<file path="src/sv/asrt_pkg.sv">
`default_nettype none

package asrt_pkg;

    localparam int ASRT_CAPACITY  = 8;
    localparam int ASRT_VALUE_W   = 32;

    typedef logic signed [ASRT_VALUE_W-1:0] sample_t;

    // what one cell shows its neighbours
    typedef struct packed {
        logic    valid;
        logic    gt;      // held word is greater than the word on the insert bus
        sample_t value;
    } cell_tap_t;

    typedef struct packed {
        logic ins;        // insert the broadcast word
        logic shl;        // shift towards cell 0 (emit)
    } cell_ctrl_t;

    typedef enum logic {
        ST_COLLECT,
        ST_EMIT
    } state_t;

endpackage

`default_nettype wire

</file>
<file path="src/sv/asrt_cell.sv">
`default_nettype none

module asrt_cell
    import asrt_pkg::*;
(
    input  wire logic      aclk,
    input  wire logic      aresetn,
    input  wire cell_ctrl_t ctrl,
    input  wire sample_t   in_value,
    input  wire cell_tap_t left_tap,
    input  wire cell_tap_t right_tap,
    output cell_tap_t      tap
);

    sample_t value_reg;
    sample_t value_next;
    logic    valid_reg;
    logic    valid_next;
    logic    gt;
    logic    take;

    // strict compare: an equal newcomer lands behind, so arrival order holds
    assign gt   = valid_reg && (value_reg > in_value);
    assign take = gt || (!valid_reg && left_tap.valid);

    always_comb begin
        value_next = value_reg;
        valid_next = valid_reg;
        if (ctrl.shl) begin
            value_next = right_tap.value;
            valid_next = right_tap.valid;
        end else if (ctrl.ins && take) begin
            // either the left neighbour moves up, or the new word goes here
            value_next = left_tap.gt ? left_tap.value : in_value;
            valid_next = 1'b1;
        end
    end

    always_ff @(posedge aclk) begin
        value_reg <= value_next;
    end

    always_ff @(posedge aclk) begin
        if (!aresetn) begin
            valid_reg <= 1'b0;
        end else begin
            valid_reg <= valid_next;
        end
    end

    assign tap.valid = valid_reg;
    assign tap.gt    = gt;
    assign tap.value = value_reg;

endmodule

`default_nettype wire

</file>
<file path="src/sv/ascending_integer_sorter.sv">
`default_nettype none

// Channel  Dir  Fields (tdata from bit 0 up)      Marker
// s_       in   tdata[31:0] sample_value (signed)  tlast = set_end
// m_       out  tdata[31:0] sorted_value (signed)  tlast = final_flag
//
// Each accepted word is inserted into a sorted row of CAPACITY cells.
// After the word marked last, one result per cycle leaves cell 0 while m_tready
// is high. No words are taken while a set is emitted. Reset empties the row.
// Stalls on m_tready simply hold the row; words beyond CAPACITY are dropped.

module ascending_integer_sorter
    import asrt_pkg::*;
#(
    parameter int CAPACITY = ASRT_CAPACITY
) (
    input  wire logic        aclk,
    input  wire logic        aresetn,
    input  wire logic        s_tvalid,
    output logic             s_tready,
    input  wire logic [31:0] s_tdata,   // [31:0] sample_value
    input  wire logic        s_tlast,   // set_end
    output logic             m_tvalid,
    input  wire logic        m_tready,
    output logic      [31:0] m_tdata,   // [31:0] sorted_value
    output logic             m_tlast    // final_flag
);

    state_t     state_reg;
    state_t     state_next;
    cell_ctrl_t ctrl;
    cell_tap_t  taps [CAPACITY];
    sample_t    in_value;

    localparam cell_tap_t HEAD_TAP = '{valid: 1'b1, gt: 1'b0, value: '0};
    localparam cell_tap_t TAIL_TAP = '{valid: 1'b0, gt: 1'b0, value: '0};

    assign in_value = sample_t'(s_tdata);

    always_ff @(posedge aclk) begin
        if (!aresetn) begin
            state_reg <= ST_COLLECT;
        end else begin
            state_reg <= state_next;
        end
    end

    always_comb begin
        state_next = state_reg;
        s_tready   = 1'b0;
        m_tvalid   = 1'b0;
        ctrl       = '0;
        unique case (state_reg)
            ST_COLLECT: begin
                s_tready = 1'b1;
                // full row: the word is dropped but a closing mark still counts
                ctrl.ins = s_tvalid && !taps[CAPACITY-1].valid;
                if (s_tvalid && s_tlast) begin
                    state_next = ST_EMIT;
                end
            end
            ST_EMIT: begin
                m_tvalid = taps[0].valid;
                ctrl.shl = m_tready && taps[0].valid;
                if (ctrl.shl && !taps[1].valid) begin
                    state_next = ST_COLLECT;
                end
            end
            default: begin
                state_next = ST_COLLECT;
            end
        endcase
    end

    for (genvar i = 0; i < CAPACITY; i++) begin : g_cell
        cell_tap_t left_tap;
        cell_tap_t right_tap;

        if (i == 0) begin : g_head
            assign left_tap = HEAD_TAP;
        end else begin : g_left
            assign left_tap = taps[i-1];
        end

        if (i == CAPACITY - 1) begin : g_tail
            assign right_tap = TAIL_TAP;
        end else begin : g_right
            assign right_tap = taps[i+1];
        end

        asrt_cell u_cell (
            .aclk      (aclk),
            .aresetn   (aresetn),
            .ctrl      (ctrl),
            .in_value  (in_value),
            .left_tap  (left_tap),
            .right_tap (right_tap),
            .tap       (taps[i])
        );
    end

    assign m_tdata = 32'(taps[0].value);
    assign m_tlast = !taps[1].valid;

endmodule

`default_nettype wire
</file>
<file path="config.mk">
export PLATFORM = sky130hd
export DESIGN_NAME = ascending_integer_sorter
export DESIGN_NICKNAME = d
export VERILOG_FILES = /design/src/sv/asrt_pkg.sv /design/src/sv/asrt_cell.sv /design/src/sv/ascending_integer_sorter.sv
export SDC_FILE = /design/constraint.sdc
export NUM_CORES = 1
export LEC_CHECK = 0
export ABC_AREA = 1
export ABC_CLOCK_PERIOD_IN_PS = 3300
export BUFFER_PORTS_ARGS = -buffer_cell sky130_fd_sc_hd__buf_2
export CAP_MARGIN = 20
export CORE_MARGIN = 2
export CORE_UTILIZATION = 40
export DETAILED_ROUTE_END_ITERATION = 10
export GPL_TIMING_DRIVEN = 0
export PLACE_DENSITY_LB_ADDON = 0.15
export SLEW_MARGIN = 30
export SYNTH_ARGS = -nofsm -noshare
export SYNTH_HDL_FRONTEND = slang
export SYNTH_SLANG_ARGS = --single-unit
</file>
<file path="constraint.sdc">
create_clock -name aclk -period 3.3 [get_ports aclk]
set_input_delay 0.33 -clock aclk [delete_from_list [all_inputs] [get_ports aclk]]
set_output_delay 0.33 -clock aclk [all_outputs]
set_load 0.05 [all_outputs]
</file>
==> results of run 1 <==
worst min-delay path: cells and delay by family:
family                 cells  cell delay (ps)
AOI/OAI and AO/OA          1               60
buffers and inverters      1               70
and+or+nand+nor            1               90
stage by stage:
stage / instances / power [µW] / TNS, ps
2_1_floorplan: 2622 / 5760 / 0
3_3_place_gp: 3357 / 6320 / -351710
3_5_place_dp: 3359 / 6400 / -237000
4_1_cts: 3419 / 10100 / -181
5_1_grt: 3420 / 10500 / 0
6_report: 3420 / 10100 / 0
cells in the final DEF, fill, tap and decap left out, drive strengths merged:
cell type | synthesis | layout
buf | 61 | 134
clkbuf | 81 | 134
clkinv | 31 | 25
o211ai | 15 | 15
a21oi | 138 | 138
a31oi | 3 | 3
and3 | 2 | 2
ha | 224 | 224
clkinvlp | 0 | 10
o21bai | 2 | 2
a211oi | 1 | 1
nand4 | 216 | 216
a21o | 4 | 4
nand3b | 31 | 31
dfxtp | 41 | 41
nor2 | 72 | 72
nor4 | 2 | 2
nand2 | 874 | 875
o21ai | 64 | 64
o21a | 6 | 6
nand3 | 253 | 253
edfxtp | 224 | 224
inv | 262 | 265
nor3b | 3 | 3
nor3 | 12 | 12
Yosys cell counts, drive strengths merged:
cell	n
o21bai	2
a21o	4
nor2	72
inv	262
nor3	12
o211ai	15
nor4	2
nor3b	3
a211oi	1
buf	61
dfxtp	41
clkinv	31
ha	224
o21a	6
nand3	253
a21oi	138
and3	2
edfxtp	224
nand4	216
nand3b	31
a31oi	3
nand2	874
clkbuf	81
o21ai	64
power groups by stage:
| stage | clock network, µW | registers (µW) | logic (µW) |
|---|---|---|---|
| finish | 3690 | 4200 | 2170 |
| global route | 3860 | 4230 | 2460 |
| CTS | 3760 | 4200 | 2150 |
| detailed placement | 0 | 4270 | 2130 |
| global placement | 0 | 4270 | 2050 |
| floorplan | 0 | 4350 | 1410 |
timing repair:
item,CTS,global route
resized for setup,18,19
endpoints found under the hold margin,0,0
cloned,0,1
pin swaps,0,0
endpoints found under the setup margin,213,197
layout make-up:
cell class	instances	area (µm²)
Sequential cell	265	7550
Fill cell	5012	26600
Clock buffer	53	1040
Multi-Input combinational cell	1923	10800
Clock inverter	7	43.8
Buffer	142	639
Timing Repair Buffer	73	410
Tap cell	664	831
Inverter	293	1150
worst max path at each step:
stage / start / to / slack (ps)
2_1_floorplan: g_cell[0].u_cell.value_reg[31]$_DFFE_PP_ / g_cell[0].u_cell.value_reg[0]$_DFFE_PP_ / 130
3_3_place_gp: s_tdata[31] / g_cell[5].u_cell.value_reg[5]$_DFFE_PP_ / -1440
3_5_place_dp: s_tdata[31] / g_cell[0].u_cell.value_reg[24]$_DFFE_PP_ / -990
4_1_cts: g_cell[0].u_cell.value_reg[31]$_DFFE_PP_ / g_cell[0].u_cell.value_reg[2]$_DFFE_PP_ / -10
5_1_grt: s_tdata[13] / g_cell[1].u_cell.value_reg[0]$_DFFE_PP_ / 0.6
6_report: s_tdata[13] / g_cell[1].u_cell.value_reg[2]$_DFFE_PP_ / 130
routing by layer:
metal  routed length (µm)  track usage (%)  up-vias
li1                     -                -     9192
met4                 1690             7.23        0
met1                27700             31.0     8409
met2                28500             40.3      458
met5                    0                0        -
met3                 2740             2.87       97
logic make-up after synthesis:
kind of cell               synth area share [%]
AOI/OAI and AO/OA                          6.22
adders and majority gates                  14.0
buffers and inverters                      8.71
DFF                                        37.8
and+or+nand+nor                            33.2
==> reports/metrics.yaml, run 1 <==
run_status:
  run_status: "completed"
grt:
  grt-ovfl-total: 0
  grt_max_degree: 33
  first_global_vias: 17900
  grt_antenna_before_repair: 0
  globalRouteTotalUtil_pct: 23.5
  global_route_wire_length_before_repair_um: 95600
hold_path:
  min_path_type: "in2reg"
  worst_hold_path.num_cells: 3
  holdCritStartpoint: "s_tlast"
  hold-path-endpoint: "state_reg$_SDFF_PN0_"
clocking:
  clk_pin_slew_ps: 60
  tritoncts: "done"
  post_cts_buffers: 0
  cts-root-to-sink-buffers: 3
  clock_sinks: 265
  hold_bufs_inserted_after_cts: 0
  cts_made_buffers: 34
  ctsHtreeMaxLevel: 2
  clk-insertion-delay-late_ps: 550
  cts_root_buf: "sky130_fd_sc_hd__clkbuf_16"
layout:
  final_layout_size_suffix_gt1_share_pct: 7.87
  design.final.nets: 2993
  areaGrowthSynthToFinish_pct: 12.4
  antenna_cells: 0
  finish.instance_area_um2: 22400
  largest_register_ffs: 256
  final_core_utilization_pct: 45.7
floorplan:
  dieArea_um2: 51700
  core_region_area_um2: 49100
  chipWidth_um: 227
  rows: 81
  floorplan.die.height_um: 227
  top_level_ports: 72
  initial_utilization_pct: 40.7
setup_path:
  worst-endpoint-arrival_ps: 3330
  worst_case_reg_to_reg_path_depth: 11
  r2r_start: "g_cell[0].u_cell.value_reg[31]$_DFFE_PP_"
  startpoint_type: "input pin"
  crit_slowest_cell: "sky130_fd_sc_hd__ha_1"
  cp.required_ps: 3470
  regToRegSetupSlack_ps: 180
  critical_path_peak_fanout: 32
  critical_path.n_buffers_inverters: 2
  cpPeakStageDelay_ps: 550
  critical-path-top-delay-family: "simple AND/OR/NAND/NOR gates"
  timing.setup.critical_path_class: "in2reg"
  timing.critical_path.cells: "buf_2 > clkinv_1 > ha_1 > nand4_1 > nor3_1 > nor3b_1 > a21oi_1 > nand3_4 > o21ai_0 > nand2_1 > nand2_4"
  timing.critical_path.to_type: "flop"
  regToRegEndpoint: "g_cell[0].u_cell.value_reg[2]$_DFFE_PP_"
  worstSetupPathDepth: 11
timing:
  period_needed_ps: 3170
  finalHoldViolCount: 0
  clock.fmax_ghz: 0.316
  final_max_slew_viol_count: 0
  timing.hold.ws_ps: 52.7
  grt_setup_unrepaired: "yes"
  clock_skew_ps: 26.4
  tightest_slew_margin_relative_to_the_limit_pct: 44.1
  fin_crit_sh_pct: 96.0
  number_of_setup_violations_in_the_final_report: 0
  timing_worst_slew_pin_value_ps: 839
  setup_slack_ps: 133
synthesis:
  synth-seq-cells: 265
  syn-cell-area_um2: 19900
  postSynthNetCount: 2883
  yosys.area.top_type_share_pct: 33.7
  yosys-top-cells-area: "sky130_fd_sc_hd__edfxtp_1 (34%), sky130_fd_sc_hd__nand2_1 (16%), sky130_fd_sc_hd__ha_1 (14%)"
  synth_area_per_cell_um2: 7.61
  synth_top_cell_by_area: "sky130_fd_sc_hd__edfxtp_1"
  synthDistinctLibCells: 34
  seq_total_area_yosys_pct: 37.8
  ys_warn_count: 0
  netlist_instances: 2622
detailed_routing:
  postRouteAntennaNets: 0
  drt_iter0_drc: 1301
  detail_route.first_pass.iterations: 5
  routed_wire_length_per_instance_um: 17.7
  via_count: 18200
  wirelength_um: 60600
  route.detailed.vias_per_inst: 5.31
  drt_drc_violations_left: 0
pwr:
  clock_power_share_pct: 36.6
  power_leakage_uw: 0.0105
  switchingPower_uw: 3180
  p_int_uw: 6880
  sequentialPowerShare_pct: 41.8
  power.switching_fraction_pct: 31.6
  power.density_cell_area_nw_per_um2: 449
  power.combinational.fraction_pct: 21.6
  worst_ir_drop_vdd_v: 0.000273
placed_design:
  io_buffer_count: 71
  postPlaceCellArea_um2: 21200
  placer_s_final_routability_congestion_estimate: 0.897
  dp_hpwl_um: 48700
  dp_worst_setup_slack_ps: -989
flow_run:
  max_cap_viol_count: 0
Note: power is estimated with default switching activity, not from simulation.
==> run 2: changes to the inputs <==
--- a/config.mk
+++ b/config.mk
@@ -6,11 +6,12 @@
 export NUM_CORES = 1
 export LEC_CHECK = 0
 export ABC_AREA = 1
-export ABC_CLOCK_PERIOD_IN_PS = 3300
+export ABC_CLOCK_PERIOD_IN_PS = 3400
 export BUFFER_PORTS_ARGS = -buffer_cell sky130_fd_sc_hd__buf_2
 export CAP_MARGIN = 20
 export CORE_MARGIN = 2
-export CORE_UTILIZATION = 40
+export CORE_UTILIZATION = 30
+export CTS_CLUSTER_DIAMETER = 200
 export DETAILED_ROUTE_END_ITERATION = 10
 export GPL_TIMING_DRIVEN = 0
 export PLACE_DENSITY_LB_ADDON = 0.15
==> constraint.sdc (replaced) <==
create_clock -name aclk -period 3.4 [get_ports aclk]
set_input_delay 0.34 -clock aclk [delete_from_list [all_inputs] [get_ports aclk]]
set_output_delay 0.34 -clock aclk [all_outputs]
set_load 0.05 [all_outputs]
==> run 2 against run 1 <==
Compared with the run above:
- non-clock buffer count up 5
- critical path depth up 1
- combinational power about the same
- highest routed layer unchanged
==> reports/metrics.yaml, run 2 (synthesized netlist as in run 1, its figures left out) <==
detailed_routing:
  via_count: 17900
  detail_route.first_pass.iterations: 5
  drt_iter0_drc: 1149
  route.detailed.vias_per_inst: 4.93
  routed_wire_length_per_instance_um: 18.1
  postRouteAntennaNets: 0
  wirelength_um: 65500
  drt_drc_violations_left: 0
pwr:
  clock_power_share_pct: 36.9
  p_int_uw: 6730
  power.density_cell_area_nw_per_um2: 433
  power.combinational.fraction_pct: 21.7
  switchingPower_uw: 3130
  worst_ir_drop_vdd_v: 0.000288
  sequentialPowerShare_pct: 41.4
  power_leakage_uw: 0.0105
  power.switching_fraction_pct: 31.8
placed_design:
  io_buffer_count: 71
  placer_s_final_routability_congestion_estimate: 0.877
  dp_hpwl_um: 52700
  place_inst: 3563
  postPlaceCellArea_um2: 21600
  dp_worst_setup_slack_ps: -1030
layout:
  final_cells: 3624
  antenna_cells: 0
  final_layout_size_suffix_gt1_share_pct: 8.08
  final_core_utilization_pct: 34.6
  fillers: 7007
  areaGrowthSynthToFinish_pct: 14.2
  design.final.nets: 2998
  multi_input_comb_area_um2: 10700
  register_area_um2: 7550
  finish.instance_area_um2: 22800
  largest_register_ffs: 256
  leading_cell_types_in_the_layout_fill_and_taps_excluded: "sky130_fd_sc_hd__nand2_1 (863), sky130_fd_sc_hd__inv_1 (259), sky130_fd_sc_hd__nand3_1 (242)"
  mostFrequentLayoutCell: "sky130_fd_sc_hd__nand2_1"
floorplan:
  floorplan.die.height_um: 262
  dieArea_um2: 68600
  initial_utilization_pct: 30.3
  core_region_area_um2: 65700
  top_level_ports: 72
  chipWidth_um: 262
  rows: 94
timing:
  final_max_slew_viol_count: 0
  finalHoldViolCount: 0
  number_of_setup_violations_in_the_final_report: 0
  fin_crit_sh_pct: 94.3
  timing_worst_slew_pin_value_ps: 908
  grt_setup_unrepaired: "no"
  tightest_slew_margin_relative_to_the_limit_pct: 39.4
  period_needed_ps: 3200
  clock_skew_ps: 18.3
  setup_slack_ps: 195
  fin_setup_tns_ps: 0
  clock.fmax_ghz: 0.312
clocking:
  cts_root_buf: "sky130_fd_sc_hd__clkbuf_16"
  clk-insertion-delay-late_ps: 550
  tritoncts: "done"
  cts_made_buffers: 35
  clock_sinks: 265
  ctsHtreeMaxLevel: 2
  cts-root-to-sink-buffers: 3
  clk_pin_slew_ps: 60
grt:
  grt_antenna_before_repair: 0
  grt-ovfl-total: 0
  globalRouteTotalUtil_pct: 18.9
  first_global_vias: 17600
  global_route_wire_length_before_repair_um: 101000
  grt_max_degree: 33
setup_path:
  cp.required_ps: 3640
  timing.critical_path.to_type: "flop"
  timing.setup.critical_path_class: "reg2reg"
  startpoint_type: "flop"
  worst-endpoint-arrival_ps: 3450
  critical_path_peak_fanout: 21
run_status:
  run_status: "completed"
hold_path:
  min_path_type: "in2reg"
flow_run:
  max_cap_viol_count: 0
[run 2: cell count changes in the layout (fill, tap and decap cells not counted), moves of 2 or more]
cell	previous run	this run
sky130_fd_sc_hd__clkinvlp_4	10	18
sky130_fd_sc_hd__clkbuf_1	92	90
sky130_fd_sc_hd__nand2_8	2	0
sky130_fd_sc_hd__nand2_2	5	8
sky130_fd_sc_hd__nand2_4	6	3
sky130_fd_sc_hd__clkinv_2	13	10
sky130_fd_sc_hd__buf_16	2	5
sky130_fd_sc_hd__inv_6	2	0
[run 2: final timing paths]
check	start	endpoint	slack, ps	depth (start not counted)
max	g_cell[5].u_cell.value_reg[31]$_DFFE_PP_	g_cell[5].u_cell.value_reg[14]$_DFFE_PP_	200	12
max reg2reg	g_cell[5].u_cell.value_reg[31]$_DFFE_PP_	g_cell[5].u_cell.value_reg[14]$_DFFE_PP_	200	12
min	s_tlast	state_reg$_SDFF_PN0_	50	3
min reg2reg	g_cell[7].u_cell.value_reg[9]$_SDFFE_PP0P_	g_cell[7].u_cell.value_reg[9]$_SDFFE_PP0P_	460	2
[run 2: repair_timing]
| action | CTS | global route |
|---|---|---|
| setup buffers | 1 | 0 |
| hold buffers | 0 | 0 |
| resized for setup | 11 | 22 |
| setup endpoints to repair | 215 | 200 |
[run 2: worst max-delay path: stages (launching register included)]
cell and delay, ps:
sky130_fd_sc_hd__edfxtp_1 440, sky130_fd_sc_hd__ha_1 360, sky130_fd_sc_hd__nand2_1 110, sky130_fd_sc_hd__nor2_1 60
sky130_fd_sc_hd__nand2_1 120, sky130_fd_sc_hd__nor2_1 110, sky130_fd_sc_hd__and3_1 150, sky130_fd_sc_hd__nor2_1 480
sky130_fd_sc_hd__nand3_2 290, sky130_fd_sc_hd__o21ai_0 140, sky130_fd_sc_hd__nand2_1 80, sky130_fd_sc_hd__nand2_2 310
sky130_fd_sc_hd__buf_16 220
[run 2: final cells by class]
class                           count  share of cell area [%]
Buffer                            142                    2.81
Clock buffer                       52                    4.63
Clock inverter                      8                   0.165
Inverter                          293                    5.15
Multi-Input combinational cell   1922                    47.1
Sequential cell                   265                    33.1
Tap cell                          864                    4.75
Timing Repair Buffer               78                    2.29
[run 2: power groups by stage]
stage,sequential (µW),clock (µW),combinational [µW]
floorplan,4220,0,1370
global placement,4150,0,2030
detailed placement,4150,0,2120
CTS,4080,3750,2140
global route,4120,3860,2410
finish,4090,3640,2140
[run 2: per-layer routing]
metal	vias to the layer above	global-route usage, %	share of wire (%)
li1	9184	-	-
met2	388	32.8	47
met5	-	0	0
met1	8232	24.6	46
met3	75	2.47	4.2
met4	0	5.40	2.6
[run 2: stage by stage]
stage          hold slack [ps]  total power [µW]
6_report                  45.7              9860
5_1_grt                   49.7             10400
4_1_cts                   13.4              9970
3_5_place_dp               456              6270
3_3_place_gp               452              6190
2_1_floorplan              445              5590
